## src/sv/fbcm_pkg.sv

```systemverilog
// shared constants, codes and controller/datapath interface types for the chain manager
package fbcm_pkg;

   localparam int NUM_SLOTS       = 16;
   localparam int BLOCK_COUNT     = 128;
   localparam int BYTES_PER_BLOCK = 64;

   localparam int SLOT_W  = 4;
   localparam int BLK_W   = $clog2(BLOCK_COUNT);
   localparam int LINK_W  = 8;
   localparam int SCAN_W  = BLK_W + 1;
   localparam int CNT_W   = 8;
   localparam int OFF_W   = $clog2(BYTES_PER_BLOCK);
   localparam int BYTES_D = BLOCK_COUNT * BYTES_PER_BLOCK;
   localparam int BYTE_AW = $clog2(BYTES_D);
   localparam int SIZE_W  = 14;
   localparam int POS_W   = 13;

   localparam logic [LINK_W-1:0] MARK_END = LINK_W'(254);

   typedef enum logic [1:0] {
      KIND_CREATE = 2'd0,
      KIND_SIZE   = 2'd1,
      KIND_WRITE  = 2'd2,
      KIND_NOP    = 2'd3
   } fbcm_kind_type;

   typedef enum logic [2:0] {
      ST_OK       = 3'd0,
      ST_NO_SLOT  = 3'd1,
      ST_NO_BLOCK = 3'd2,
      ST_UNUSED   = 3'd3,
      ST_BEYOND   = 3'd4
   } fbcm_status_type;

   typedef enum logic [3:0] {
      S_IDLE,
      S_DECODE,
      S_C_SCAN,
      S_C_CLAIM,
      S_G_RD,
      S_G_CHK,
      S_G_TEST,
      S_G_SCAN,
      S_G_LINK_A,
      S_G_LINK_B,
      S_CUT_RD,
      S_CUT_CHK,
      S_CUT_WALK,
      S_CUT_NEXT,
      S_W_RD,
      S_W_CHK
   } fbcm_state_type;

   typedef struct packed {
      logic            load_req;
      logic            scan_step;
      logic            cur_from_link;
      logic            cur_from_scan;
      logic            cnt_dec;
      logic            link_rd;
      logic            rd_nxt;
      logic            link_wr;
      logic            wr_addr_scan;
      logic            wr_data_scan;
      logic            nxt_from_link;
      logic            free_clr;
      logic            free_set;
      logic            slot_claim;
      logic            byte_wr;
      logic            set_status;
      fbcm_status_type status;
      logic            load_rsp;
   } fbcm_cmd_type;

   typedef struct packed {
      fbcm_kind_type kind;
      logic          head_ok;
      logic          slot_found;
      logic          cnt_zero;
      logic          link_end;
      logic          scan_hit;
      logic          scan_over;
      logic          nxt_end;
      logic          rsp_free;
   } fbcm_stat_type;

endpackage

```

## src/sv/fbcm_ctrl.sv

```systemverilog
// controller state machine sequencing scans, chain walks and cuts
module fbcm_ctrl
   import fbcm_pkg::*;
(
   input  logic          clock,
   input  logic          reset,
   input  logic          req_tvalid,
   output logic          req_tready,
   input  fbcm_stat_type stat,
   output fbcm_cmd_type  cmd
);

   fbcm_state_type state_ff, state_in;
   logic           done;

   always_ff @(posedge clock) begin
      if (reset) begin
         state_ff <= S_IDLE;
      end else begin
         state_ff <= state_in;
      end
   end

   // finishing arms also return to idle through the result register
   always_comb begin
      state_in = state_ff;
      done     = 1'b0;
      unique case (state_ff)
         S_IDLE: begin
            if (req_tvalid) state_in = S_DECODE;
         end
         S_DECODE: begin
            unique case (stat.kind)
               KIND_CREATE: begin
                  if (!stat.slot_found) done = 1'b1;
                  else state_in = S_C_SCAN;
               end
               KIND_SIZE: begin
                  if (!stat.head_ok) done = 1'b1;
                  else if (stat.cnt_zero) state_in = S_CUT_RD;
                  else state_in = S_G_RD;
               end
               KIND_WRITE: begin
                  if (!stat.head_ok || stat.cnt_zero) done = 1'b1;
                  else state_in = S_W_RD;
               end
               KIND_NOP: done = 1'b1;
            endcase
         end
         S_C_SCAN: begin
            if (stat.scan_hit) state_in = S_C_CLAIM;
            else if (stat.scan_over) done = 1'b1;
         end
         S_C_CLAIM: done = 1'b1;
         S_G_RD:    state_in = S_G_CHK;
         S_G_CHK: begin
            if (stat.link_end) state_in = S_G_SCAN;
            else state_in = S_G_TEST;
         end
         S_G_TEST: begin
            if (stat.cnt_zero) state_in = S_CUT_RD;
            else state_in = S_G_RD;
         end
         S_G_SCAN: begin
            if (stat.scan_hit) state_in = S_G_LINK_A;
            else if (stat.scan_over) done = 1'b1;
         end
         S_G_LINK_A: state_in = S_G_LINK_B;
         S_G_LINK_B: state_in = S_G_TEST;
         S_CUT_RD:   state_in = S_CUT_CHK;
         S_CUT_CHK:  state_in = S_CUT_WALK;
         S_CUT_WALK: begin
            if (stat.nxt_end) done = 1'b1;
            else state_in = S_CUT_NEXT;
         end
         S_CUT_NEXT: state_in = S_CUT_WALK;
         S_W_RD:     state_in = S_W_CHK;
         S_W_CHK: begin
            if (stat.link_end) done = 1'b1;
            else state_in = S_DECODE;
         end
         default: state_in = S_IDLE;
      endcase
      // hold a finished item until the result register is free
      if (done) state_in = stat.rsp_free ? S_IDLE : state_ff;
   end

   always_comb begin
      cmd        = '0;
      cmd.status = ST_OK;
      req_tready = 1'b0;
      unique case (state_ff)
         S_IDLE: begin
            req_tready   = 1'b1;
            cmd.load_req = req_tvalid;
         end
         S_DECODE: begin
            unique case (stat.kind)
               KIND_CREATE: begin
                  cmd.set_status = !stat.slot_found;
                  cmd.status     = ST_NO_SLOT;
               end
               KIND_SIZE, KIND_WRITE: begin
                  cmd.set_status = !stat.head_ok;
                  cmd.status     = ST_UNUSED;
                  // write that reached its block stores here
                  cmd.byte_wr    = stat.head_ok && stat.cnt_zero &&
                                   stat.kind == KIND_WRITE && stat.rsp_free;
               end
               KIND_NOP: ;
            endcase
         end
         S_C_SCAN: begin
            cmd.scan_step  = !stat.scan_hit && !stat.scan_over;
            cmd.set_status = stat.scan_over;
            cmd.status     = ST_NO_BLOCK;
         end
         S_C_CLAIM: begin
            // claim only together with the result load
            cmd.slot_claim   = stat.rsp_free;
            cmd.free_clr     = stat.rsp_free;
            cmd.link_wr      = stat.rsp_free;
            cmd.wr_addr_scan = 1'b1;
         end
         S_G_RD: cmd.link_rd = 1'b1;
         S_G_CHK: begin
            cmd.cur_from_link = !stat.link_end;
            cmd.cnt_dec       = !stat.link_end;
         end
         S_G_TEST: ;
         S_G_SCAN: begin
            cmd.scan_step  = !stat.scan_hit && !stat.scan_over;
            cmd.set_status = stat.scan_over;
            cmd.status     = ST_NO_BLOCK;
         end
         S_G_LINK_A: begin
            cmd.link_wr      = 1'b1;
            cmd.wr_data_scan = 1'b1;
         end
         S_G_LINK_B: begin
            cmd.link_wr       = 1'b1;
            cmd.wr_addr_scan  = 1'b1;
            cmd.free_clr      = 1'b1;
            cmd.cur_from_scan = 1'b1;
            cmd.cnt_dec       = 1'b1;
            cmd.scan_step     = 1'b1;
         end
         S_CUT_RD: cmd.link_rd = 1'b1;
         S_CUT_CHK: begin
            cmd.nxt_from_link = 1'b1;
            cmd.link_wr       = 1'b1;
         end
         S_CUT_WALK: begin
            cmd.link_rd  = !stat.nxt_end;
            cmd.rd_nxt   = 1'b1;
            cmd.free_set = !stat.nxt_end;
         end
         S_CUT_NEXT: cmd.nxt_from_link = 1'b1;
         S_W_RD: cmd.link_rd = 1'b1;
         S_W_CHK: begin
            cmd.set_status    = stat.link_end;
            cmd.status        = ST_BEYOND;
            cmd.cur_from_link = !stat.link_end;
            cmd.cnt_dec       = !stat.link_end;
         end
         default: ;
      endcase
      cmd.load_rsp = done && stat.rsp_free;
   end

endmodule

```

## src/sv/fbcm_dpath.sv

```systemverilog
// datapath: slot table, free map, link and byte memories, walk registers, result register
module fbcm_dpath
   import fbcm_pkg::*;
(
   input  logic              clock,
   input  logic              reset,
   input  fbcm_cmd_type      cmd,
   output fbcm_stat_type     stat,
   input  logic [1:0]        req_kind,
   input  logic [SLOT_W-1:0] req_index,
   input  logic [SIZE_W-1:0] req_size,
   input  logic [POS_W-1:0]  req_pos,
   input  logic [7:0]        req_byte,
   output logic              rsp_tvalid,
   input  logic              rsp_tready,
   output logic [SLOT_W-1:0] rsp_slot,
   output logic [2:0]        rsp_status
);

   logic [NUM_SLOTS-1:0]   used_ff;
   logic [BLK_W-1:0]       first_ff [NUM_SLOTS];
   logic [BLOCK_COUNT-1:0] free_ff;
   logic [LINK_W-1:0]      link_mem [BLOCK_COUNT];
   logic [7:0]             byte_mem [BYTES_D];
   logic [LINK_W-1:0]      link_q_ff;

   fbcm_kind_type         kind_ff;
   logic [SLOT_W-1:0]     idx_ff, slot_ff;
   logic [BLK_W-1:0]      cur_ff;
   logic [LINK_W-1:0]     nxt_ff;
   logic [SCAN_W-1:0]     scan_ff;
   logic [CNT_W-1:0]      cnt_ff, cnt_in;
   logic [OFF_W-1:0]      off_ff;
   logic [7:0]            data_ff;
   fbcm_status_type       status_ff;
   logic                  rsp_valid_ff;
   logic [SLOT_W-1:0]     rsp_slot_ff;
   logic [2:0]            rsp_status_ff;

   logic [SLOT_W-1:0]     found;
   logic                  found_ok;
   logic [BLK_W-1:0]      scan_idx, rd_addr, wr_addr;
   logic [LINK_W-1:0]     wr_data;
   logic [SIZE_W:0]       size_up;
   logic [BYTE_AW-1:0]    byte_addr;

   // lowest free slot
   always_comb begin
      found    = '0;
      found_ok = 1'b0;
      for (int s = NUM_SLOTS - 1; s >= 0; s--) begin
         if (!used_ff[s]) begin
            found    = SLOT_W'(s);
            found_ok = 1'b1;
         end
      end
   end

   assign scan_idx  = scan_ff[BLK_W-1:0];
   assign rd_addr   = cmd.rd_nxt ? nxt_ff[BLK_W-1:0] : cur_ff;
   assign wr_addr   = cmd.wr_addr_scan ? scan_idx : cur_ff;
   assign wr_data   = cmd.wr_data_scan ? LINK_W'(scan_ff) : MARK_END;
   assign size_up   = (SIZE_W+1)'(req_size) + (SIZE_W+1)'(BYTES_PER_BLOCK - 1);
   assign byte_addr = BYTE_AW'(cur_ff) * BYTE_AW'(BYTES_PER_BLOCK) + BYTE_AW'(off_ff);

   // number of extra blocks for set size, block hops for write
   always_comb begin
      if (req_kind == KIND_SIZE) begin
         cnt_in = (size_up / BYTES_PER_BLOCK == '0) ? '0
                  : CNT_W'(size_up / BYTES_PER_BLOCK - 1'b1);
      end else begin
         cnt_in = CNT_W'(req_pos / BYTES_PER_BLOCK);
      end
   end

   always_ff @(posedge clock) begin
      if (reset) begin
         used_ff <= '0;
         free_ff <= '1;
      end else begin
         if (cmd.slot_claim) used_ff[found] <= 1'b1;
         if (cmd.free_clr) free_ff[scan_idx] <= 1'b0;
         if (cmd.free_set) free_ff[nxt_ff[BLK_W-1:0]] <= 1'b1;
      end
   end

   always_ff @(posedge clock) begin
      if (cmd.slot_claim) first_ff[found] <= scan_idx;
      if (cmd.link_wr) link_mem[wr_addr] <= wr_data;
      if (cmd.link_rd) link_q_ff <= link_mem[rd_addr];
      if (cmd.byte_wr) byte_mem[byte_addr] <= data_ff;
   end

   always_ff @(posedge clock) begin
      if (reset) begin
         scan_ff <= '0;
      end else if (cmd.load_req) begin
         scan_ff <= '0;
      end else if (cmd.scan_step) begin
         scan_ff <= scan_ff + 1'b1;
      end
   end

   always_ff @(posedge clock) begin
      if (cmd.load_req) begin
         kind_ff   <= fbcm_kind_type'(req_kind);
         idx_ff    <= req_index;
         slot_ff   <= req_index;
         cur_ff    <= first_ff[req_index];
         cnt_ff    <= cnt_in;
         off_ff    <= OFF_W'(req_pos % BYTES_PER_BLOCK);
         data_ff   <= req_byte;
         status_ff <= ST_OK;
      end else begin
         if (cmd.cur_from_link) cur_ff <= link_q_ff[BLK_W-1:0];
         if (cmd.cur_from_scan) cur_ff <= scan_idx;
         if (cmd.cnt_dec) cnt_ff <= cnt_ff - 1'b1;
         if (cmd.nxt_from_link) nxt_ff <= link_q_ff;
         if (cmd.slot_claim) slot_ff <= found;
         if (cmd.set_status) status_ff <= cmd.status;
      end
   end

   // result register frees the request side while a result waits
   always_ff @(posedge clock) begin
      if (reset) begin
         rsp_valid_ff <= 1'b0;
      end else if (cmd.load_rsp) begin
         rsp_valid_ff <= 1'b1;
      end else if (rsp_tready) begin
         rsp_valid_ff <= 1'b0;
      end
   end

   always_ff @(posedge clock) begin
      if (cmd.load_rsp) begin
         rsp_slot_ff   <= cmd.slot_claim ? found : slot_ff;
         rsp_status_ff <= cmd.set_status ? cmd.status : status_ff;
      end
   end

   assign stat.kind       = kind_ff;
   assign stat.head_ok    = used_ff[idx_ff];
   assign stat.slot_found = found_ok;
   assign stat.cnt_zero   = cnt_ff == '0;
   assign stat.link_end   = link_q_ff >= LINK_W'(BLOCK_COUNT);
   assign stat.scan_over  = scan_ff == SCAN_W'(BLOCK_COUNT);
   assign stat.scan_hit   = !stat.scan_over && free_ff[scan_idx];
   assign stat.nxt_end    = nxt_ff >= LINK_W'(BLOCK_COUNT);
   assign stat.rsp_free   = !rsp_valid_ff || rsp_tready;

   assign rsp_tvalid = rsp_valid_ff;
   assign rsp_slot   = rsp_slot_ff;
   assign rsp_status = rsp_status_ff;

   a_scan_range: assert property (@(posedge clock) disable iff (reset)
      scan_ff <= SCAN_W'(BLOCK_COUNT))
      else $error("scan pointer past block count");

   a_claim_free: assert property (@(posedge clock) disable iff (reset)
      cmd.free_clr |-> stat.scan_hit)
      else $error("claiming a block that is not free");

   a_store_hops: assert property (@(posedge clock) disable iff (reset)
      cmd.byte_wr |-> stat.cnt_zero && stat.head_ok)
      else $error("byte stored before chain walk finished");

   a_rsp_overrun: assert property (@(posedge clock) disable iff (reset)
      cmd.load_rsp |-> stat.rsp_free)
      else $error("result overwritten before taken");

endmodule

```

## src/sv/fat_block_chain_manager.sv

```systemverilog
// top level of the fat-style chain manager: controller plus datapath
//
//   channel  dir  handshake             payload
//   req_     in   req_tvalid/tready     tuser kind, tdata index/size/position/byte
//   rsp_     out  rsp_tvalid/tready     tdata slot/status
//
// one item at a time; an item is accepted in idle and its result goes to the result register:
// create finishes at decode without a free slot, else scans for a free block and claims it;
// write walks one block hop per link memory read, then stores the byte; set size walks
// the blocks kept, links each added block found by a free-block scan that covers each block
// at most once per item, and then frees the blocks past the new end. reset empties the slot
// table and frees every block. a finished result waits in the output register; the next item is
// accepted meanwhile, and only finishing stalls while rsp_tready is low and a result is held.
module fat_block_chain_manager
   import fbcm_pkg::*;
(
   input  logic        clock,
   input  logic        reset,
   input  logic        req_tvalid,
   output logic        req_tready,
   input  logic [39:0] req_tdata,   // file_index, new_size, position, data_byte, zero pad
   input  logic [1:0]  req_tuser,   // kind
   output logic        rsp_tvalid,
   input  logic        rsp_tready,
   output logic [7:0]  rsp_tdata    // slot, status, zero pad
);

   fbcm_cmd_type      cmd;
   fbcm_stat_type     stat;
   logic [SLOT_W-1:0] rsp_slot;
   logic [2:0]        rsp_status;

   fbcm_ctrl u_ctrl (
      .clock      (clock),
      .reset      (reset),
      .req_tvalid (req_tvalid),
      .req_tready (req_tready),
      .stat       (stat),
      .cmd        (cmd)
   );

   fbcm_dpath u_dpath (
      .clock      (clock),
      .reset      (reset),
      .cmd        (cmd),
      .stat       (stat),
      .req_kind   (req_tuser),
      .req_index  (req_tdata[3:0]),
      .req_size   (req_tdata[17:4]),
      .req_pos    (req_tdata[30:18]),
      .req_byte   (req_tdata[38:31]),
      .rsp_tvalid (rsp_tvalid),
      .rsp_tready (rsp_tready),
      .rsp_slot   (rsp_slot),
      .rsp_status (rsp_status)
   );

   assign rsp_tdata = {1'b0, rsp_status, rsp_slot};

endmodule

```

## config.mk

```make
export PLATFORM = sky130hd
export DESIGN_NAME = fat_block_chain_manager
export DESIGN_NICKNAME = d
export VERILOG_FILES = /design/src/sv/fbcm_pkg.sv /design/src/sv/fbcm_ctrl.sv /design/src/sv/fbcm_dpath.sv /design/src/sv/fat_block_chain_manager.sv
export SDC_FILE = /design/constraint.sdc
export NUM_CORES = 2
export LEC_CHECK = 0
export ABC_AREA = 1
export BUFFER_PORTS_ARGS = -buffer_cell sky130_fd_sc_hd__buf_2
export CELL_PAD_IN_SITES_DETAIL_PLACEMENT = 0
export CELL_PAD_IN_SITES_GLOBAL_PLACEMENT = 1
export CORE_UTILIZATION = 55
export DETAILED_ROUTE_END_ITERATION = 10
export PLACE_DENSITY = 0.88
export SLEW_MARGIN = 20
export SYNTH_ARGS = -nofsm -noshare
export SYNTH_HDL_FRONTEND = slang
export SYNTH_SLANG_ARGS = --single-unit
export TNS_END_PERCENT = 1
```

## constraint.sdc

```tcl
create_clock -name clock -period 22.1 [get_ports clock]
set_clock_uncertainty 0.05 [all_clocks]
set_input_delay 1.105 -clock clock [delete_from_list [all_inputs] [get_ports clock]]
set_output_delay 1.105 -clock clock [all_outputs]
set_load 0.02 [all_outputs]
```

==> Word-level counts from Yosys, hierarchy flattened <==
Memories as Yosys holds them, arrays and structs flattened. A register that Yosys moved wholly into a read port is not among the register bits.
Cells that the tools add are included.
{ "classes": {"addsub": 4, "mul": 0, "div": 0, "n_lt_le_gt_ge": 9, "n_eq_ne": 30, "shifts": 0, "muxes": 104, "n_bitwise": 5, "n_reduce_logical": 33} }
{ "op_table": {"columns": ["cell", "n"], "rows": [
  ["$mux W128", 3],
  ["$and A128 B128 Y128", 1],
  ["$not A128 Y128", 1],
  ["$or A128 B128 Y128", 1],
  ["$mux W4", 29],
  ["$pmux W4 S14", 1],
  ["$mux W1", 45],
  ["$mux W8", 5],
  ["$mux W7", 5],
  ["$eq A4 B4 Y1 const B", 8],
  ["$logic_not A32 Y1", 1],
  ["$pmux W4 S3", 2],
  ["$eq A4 B3 Y1 const B", 4],
  ["$ge A8 B8 Y1 const B", 2],
  ["$lt A7 B8 Y1 const B", 2],
  ["$or A16 B16 Y16", 1],
  ["$sub A8 B1 Y8 const B", 2],
  ["$add A14 B6 Y15 const B", 1],
  ["$reduce_bool A15 Y1", 1],
  ["$demux W1 S7", 2],
  ["$ge A7 B1 Y1 const B", 2],
  ["$reduce_or A2 Y1", 6],
  ["$reduce_and A11 Y1", 1],
  ["$lt A4 B5 Y1 const B", 2],
  ["other kinds (33)", 57]
]} }
{ "totals": {"regBits": 200, "latch_bits": 0, "ramBits": 1136, "rom_bits": 0, "out_inout_bits": 10, "wordCells": 201, "n_memories": 2} }
{ "mem_list": {"columns": ["name", "depth", "width", "rd", "rd_clocked_by_memory_dff", "wr", "line", "text"], "rows": [
  ["u_dpath.link_mem", 128, 8, 1, 1, 1, "fbcm_dpath.sv:23", "logic [LINK_W-1:0] link_mem [BLOCK_COUNT];"],
  ["u_dpath.first_ff", 16, 7, 1, 0, 1, "fbcm_dpath.sv:21", "logic [BLK_W-1:0] first_ff [NUM_SLOTS];"]
]} }

==> Longest topological paths before layout <==
{ "logic_depth": {"ltp_word": 21, "mapped_depth": 20, "ltp_nobuf": 18} }

==> Cells and area by module <==
Synthesis repeated with hierarchy kept, for this count alone.
{ "hier_totals": {"cells_unflattened": 4882, "hier_area_um2": 55768.5} }
{ "modules_own_cells": {"columns": ["module", "n_inst", "cells_each", "area_per_inst_um2"], "rows": [
  ["fbcm_dpath", 1, 4721, 54923.9],
  ["fbcm_ctrl", 1, 159, 833.3],
  ["fat_block_chain_manager", 1, 2, 11.3]
]} }

==> Least setup slack after synthesis <==
Ideal clock, no wire load.
{ "synth_path": {"path_type": "flip-flop to flip-flop", "start": "register u_dpath.scan_ff[0]", "end": "memory u_dpath.link_mem[0][0], data pin", "setup_time_ps": 1154, "arrival_ps": 5841, "path_slack_ps": 15055, "path_stages_with_launch": 5, "cell_sequence": "dfxtp_1 buf_2 inv_2 buf_2 nor3_1"} }
{ "synth_between": {"elab_chain_cells": 1} }
{ "synth_rtl": {"columns": ["element", "line", "text"], "rows": [
  ["from (decl)", "fbcm_dpath.sv:31", "logic [SCAN_W-1:0] scan_ff;"],
  ["from (signal assigned)", "fbcm_dpath.sv:100", "scan_ff <= scan_ff + 1'b1;"],
  ["$mux W8", "fbcm_dpath.sv:62", "assign wr_data = cmd.wr_data_scan ? LINK_W'(scan_ff) : MARK_END;"],
  ["named net u_dpath.wr_data[0]", "fbcm_dpath.sv:43", "logic [LINK_W-1:0] wr_data;"],
  ["to (decl)", "fbcm_dpath.sv:23", null]
]} }
The timed path passes the listed nets, and every way through them passes these cells.

==> Worst setup path after layout <==
{ "layout_path": {"start": "register u_ctrl.state_ff[3]", "end": "register u_dpath.link_q_ff[4], read port of u_dpath.link_mem, data pin"} }
{ "layout_between": {"elab_chain_cells": 3} }
{ "layout_rtl": {"columns": ["element", "line", "text"], "rows": [
  ["from (decl)", "fbcm_ctrl.sv:13", "fbcm_state_type state_ff, state_in;"],
  ["from (signal assigned)", "fbcm_ctrl.sv:20", "state_ff <= state_in;"],
  ["$eq A4 B3 Y1 or $eq A4 B4 Y1 (tied branches)", "fbcm_ctrl.sv:92", "unique case (state_ff)"],
  ["$reduce_or A3 Y1 (no source line) or $mux W1 (tied branches)", null, null],
  ["$pmux W1 S2 or $mux W7 (tied branches)", "fbcm_ctrl.sv:92, fbcm_dpath.sv:60", null],
  ["to (decl)", "fbcm_dpath.sv:25", "logic [LINK_W-1:0] link_q_ff;"]
]} }
Several ways; a longest one is shown, not always the timed one.
A chain may end at the register's enable or synchronous reset.

==> results <==
- The flow ran to the end, and the final reports show no timing, DRC or antenna violations.
- The worst setup path is launched from a register.
- Counting every instance in the synthesized netlist gives 5088.
- The filler cell count is 7954.
- The synthesis warning total is 0.
- The type of the worst setup path is reg2reg.
- In this run the static leakage power is 20.6 nW.
- In this run the horizontal extent of the chip is 324 microns.
- The share of the clock period used by the worst path is about 21%.
- Setup repair after global routing left no endpoint under its margin.
- The TritonCTS clock tree is done.
- Subtracting the final worst setup slack from the clock period gives between 4 and 5 ns.
- The launch instance of the worst register-to-register path is u_ctrl.state_ff[3]$_SDFFE_PP0P_.
- The post-synthesis area per instance is around 11 sq um.
- The number of levels the H-tree was split into is 4.
- The stage delay of the slowest cell on the critical path is 0.85 ns.
- VDD sags by at most 0.000104 V.
- The number of max-slew violations in the final report is 0.
- The aggregate negative setup slack is 0 ns.
- The headroom to the max-slew limit is approximately 28%.
- The port buffer count is 39.
- Ranked by instance count, the synthesized netlist is headed by sky130_fd_sc_hd__edfxtp_1, sky130_fd_sc_hd__nand2_1, sky130_fd_sc_hd__o21ai_0.
- In the post-synthesis netlist, the biggest area contributors are sky130_fd_sc_hd__edfxtp_1, sky130_fd_sc_hd__nand2_1, sky130_fd_sc_hd__o211ai_1.
- The critical path capture point is u_dpath.link_q_ff[4]$_DFFE_PP_.
- During I/O placement, the number of pins put on the boundary was 56.
- The routed design has approximately 140 mm of wire.
- Dividing the detail-routed wire length by the instance count gives 22.1 microns.
- The post-cts resize count is 0.
- The share of final-layout standard cells stronger than drive strength 1 is 6.88%.
- In this run the standard cell core region covers 102000 sq um.
- The startpoint identified for the worst hold timing path is u_dpath.link_q_ff[0]$_DFFE_PP_.
- The signal on the critical path passes through nand2_2 -> inv_2 -> nand2_4 -> nand2_2 -> nand2_8 -> inv_16 -> buf_4 -> nand2_1 -> nand2_1 -> nand2_1 -> o21ai_0 -> o211ai_1 -> nand3_1 -> nand3_1 -> nand2_1 -> nand2_1 -> nand2_1.
- The length in cells of the worst reg-to-reg path is 17.
- The area of the die is 105000 sq um.
- In the synthesized netlist the dominant register cell turns out to be sky130_fd_sc_hd__edfxtp_1.
- The power per cell area is ~110 nW/um^2.
- The routability congestion estimate from global placement is ~0.9.
- The clock slew seen by the registers of the worst setup and hold paths is 0.06 ns.
- The overall track demand over capacity in global routing is a little over a quarter.
- The via count of the first global-routing pass is 36341.
- The final count of hold timing violations is 0.
- Once the floorplan was initialized, standard cells occupied 55.7% of the core.
- The number of synthesized flops with an enable pin is ~1200.
- The count of nets left with antenna violations once routing finished came out at 0.
- The nature of the critical path endpoint is a register.
- The violation count after the first detailed-routing iteration is ~4500.
- The proportion of netlist area held by the largest area contributor is 62.2%.
- The first global-routing pass estimated 216 mm of wire.
- The clock sink count is 1344.
- The share of the Yosys chip area taken by registers is about 68%.
- The synthesized netlist contains 52 unique library cells.
- For this run, the top clock speed supported by timing is 220 MHz.
- The area growth from synthesis to layout is 9.38%.
- The data required time of the worst path is 22.64 ns.
- The total of hold buffers inserted after clock tree synthesis is 0.
- The number of buffers inserted to repair setup after CTS is 0.
- At the pin with the least slew margin, the transition time is 1.07 ns.
- Synthesis inferred 1344 register bits.
- The number of antenna violations at the first check in global routing is 1.
- In this run the worst setup path begins at u_ctrl.state_ff[3]$_SDFFE_PP0P_.
- The cell area after synthesis is between 50000 and 60000 sq um.
- The number of search-and-repair iterations in the first detailed-routing pass is 6.
- The repair_antennas step left the layout with diodes totalling 0.
- The worst hold-check path type is reg2reg.
- The standard cell area after detailed placement is 58000 sq um.
- Total power for the finished layout comes to a little over 0.007 W.
- The cell count after placement is slightly above 6000.
- The total congestion overflow after global routing is 0.
- The setup check on the worst reg-to-reg path leaves a slack of 17.56 ns.
- For this run, design rule violations remaining after detail routing come to 0.
- The reg-to-reg critical path endpoint is u_dpath.link_q_ff[4]$_DFFE_PP_.
- The cell repeated most along the worst path is sky130_fd_sc_hd__nand2_1.
- After detailed routing, the number of vias per cell comes to 6.01.
- Counting along the longest clock path gives a buffer depth of 3.
- The slowest stage of the critical path is the sky130_fd_sc_hd__buf_4 cell.
- The tool flagged a number of max-cap violations equal to 0.
- Setup violations remaining at the end of the flow were counted as 0.
- The flip-flop and latch area is 38700 sq um.
- The post-route cell area is ~62000 sq um.
- The total half-perimeter wirelength after legalization and detailed placement is 79.4 mm.
- The number of nets in the synthesized netlist is 5144.
- The number of standard cells in the final layout excluding fillers is 6472.
- The data arrival time at the worst-slack endpoint is roughly 5.1 ns.
- The CTS root buffer is sky130_fd_sc_hd__clkbuf_16.
- The floorplan has 117 rows.
- Clock latency on the worst-skew pair, taken at its later pin, is about 0.74 ns.
- In the final layout, the multi-input gates occupy ~16000 sq um.
- The largest fanout on the critical path is 216.
- The number of clock buffers inserted by TritonCTS is 137.
- Entering global routing, the biggest net connects between 200 and 250 pins.
- The overall die height is 324 microns.
- By instance count, the leading cell after synthesis is sky130_fd_sc_hd__edfxtp_1.
- The largest total area in the synthesized netlist belongs to sky130_fd_sc_hd__edfxtp_1.
- Counting flops with an async set or reset pin after synthesis yields a share of 0%.
- The via count is 38919.
- At the end of the flow, the number of nets in the layout was 5052.
-- power breakdown --
group | switching (W) | internal [W] | total, W
Clock | 0.000948 | 0.00128 | 0.00223
Combinational | 0.00146 | 0.000490 | 0.00195
Sequential | 0.0000254 | 0.00293 | 0.00295
-- per-layer routing --
| metal | global-route usage [%] | vias up | wire length, microns |
|---|---|---|---|
| met3 | 5.37 | 269 | 12100 |
| met4 | 9.04 | 2 | 3990 |
| met2 | 43.3 | 1552 | 67800 |
| li1 | - | 18063 | - |
| met5 | 0 | - | 11 |
| met1 | 37.7 | 19033 | 59400 |
-- kinds of logic after synthesis --
group	synth area share (%)
adder cells (fa/ha/maj)	0.220
AND/OR/NAND/NOR	15.4
buffers and inverters	3.67
AO/OA/AOI/OAI	12.6
XOR/XNOR	0.215
other	0.00658
flip-flops	67.9
-- cells in the final DEF (no fill, tap or decap), types with 8 or more instances in the layout --
cell                        instances
sky130_fd_sc_hd__inv_1            148
sky130_fd_sc_hd__nand4_1           17
sky130_fd_sc_hd__o22ai_1           47
sky130_fd_sc_hd__or2_0             86
sky130_fd_sc_hd__o211ai_1         450
sky130_fd_sc_hd__nor3_1            21
sky130_fd_sc_hd__buf_2             39
sky130_fd_sc_hd__nand4_2            8
sky130_fd_sc_hd__edfxtp_1        1180
sky130_fd_sc_hd__inv_2             18
sky130_fd_sc_hd__o221ai_1           8
sky130_fd_sc_hd__buf_4             44
sky130_fd_sc_hd__dfxtp_1          162
sky130_fd_sc_hd__or2_1             46
sky130_fd_sc_hd__nand3_1          287
sky130_fd_sc_hd__o21bai_1          24
sky130_fd_sc_hd__o21ai_0          535
sky130_fd_sc_hd__ha_1              10
sky130_fd_sc_hd__nand2_1         1056
sky130_fd_sc_hd__clkbuf_1          38
sky130_fd_sc_hd__xor2_1            10
sky130_fd_sc_hd__nor2_1           510
sky130_fd_sc_hd__nand2_4            9
sky130_fd_sc_hd__clkinv_2          16
sky130_fd_sc_hd__clkbuf_16        145
sky130_fd_sc_hd__clkinv_1          28
sky130_fd_sc_hd__a21oi_1           50
sky130_fd_sc_hd__o21ai_1           20
-- registers in the layout, summed over array words and instances (netlist names) --
name / cells
u_ctrl.state_ff: 4
u_dpath.cnt_ff: 8
u_dpath.cur_ff: 7
u_dpath.first_ff: 112
u_dpath.free_ff: 128
u_dpath.idx_ff: 4
u_dpath.kind_ff: 2
u_dpath.link_mem: 1024
u_dpath.link_q_ff: 8
u_dpath.nxt_ff: 8
u_dpath.rsp_slot: 4
u_dpath.rsp_status: 3
u_dpath.rsp_tvalid: 1
u_dpath.scan_ff: 8
u_dpath.slot_ff: 4
u_dpath.status_ff: 3
u_dpath.used_ff: 16
-- worst min path at each step --
stage                                             end  slack [ns]  cells after the start
final                     u_dpath.nxt_ff[0]$_DFFE_PP_        0.41                      0
after global placement    u_dpath.nxt_ff[0]$_DFFE_PP_        0.39                      0
after global routing      u_dpath.nxt_ff[2]$_DFFE_PP_        0.43                      0
after floorplan           u_dpath.nxt_ff[0]$_DFFE_PP_        0.37                      0
after detailed placement  u_dpath.nxt_ff[0]$_DFFE_PP_        0.40                      0
after CTS                 u_dpath.nxt_ff[0]$_DFFE_PP_        0.41                      0
-- worst max-delay path, delay by kind of cell (launching register included) --
family,cells,cell delay (ns)
AND/OR/NAND/NOR,12,1.73
buffers and inverters,3,1.57
flip-flops,1,0.44
AO/OA/AOI/OAI,2,0.33
-- area by class of cell --
cell class	instances	share of cell area, %
clock inverters	57	0.704
multi-input cells	3255	26.2
well taps	1368	2.75
repair buffers	87	0.957
flip-flops and latches	1344	62.1
inverters	171	1.07
clock buffers	190	6.20
-- through the flow --
| step | utilization, % | worst slack (ns) | hold WS [ns] |
|---|---|---|---|
| 6_report | 60.9 | 17.56 | 0.413 |
| 2_1_floorplan | - | 15.06 | 0.371 |
| 4_1_cts | 60.9 | 17.68 | 0.411 |
| 3_5_place_dp | 56.7 | 17.69 | 0.395 |
| 3_3_place_gp | 56.7 | 17.69 | 0.388 |
| 5_1_grt | 60.9 | 17.29 | 0.433 |
(Power assumes the default switching activity.)
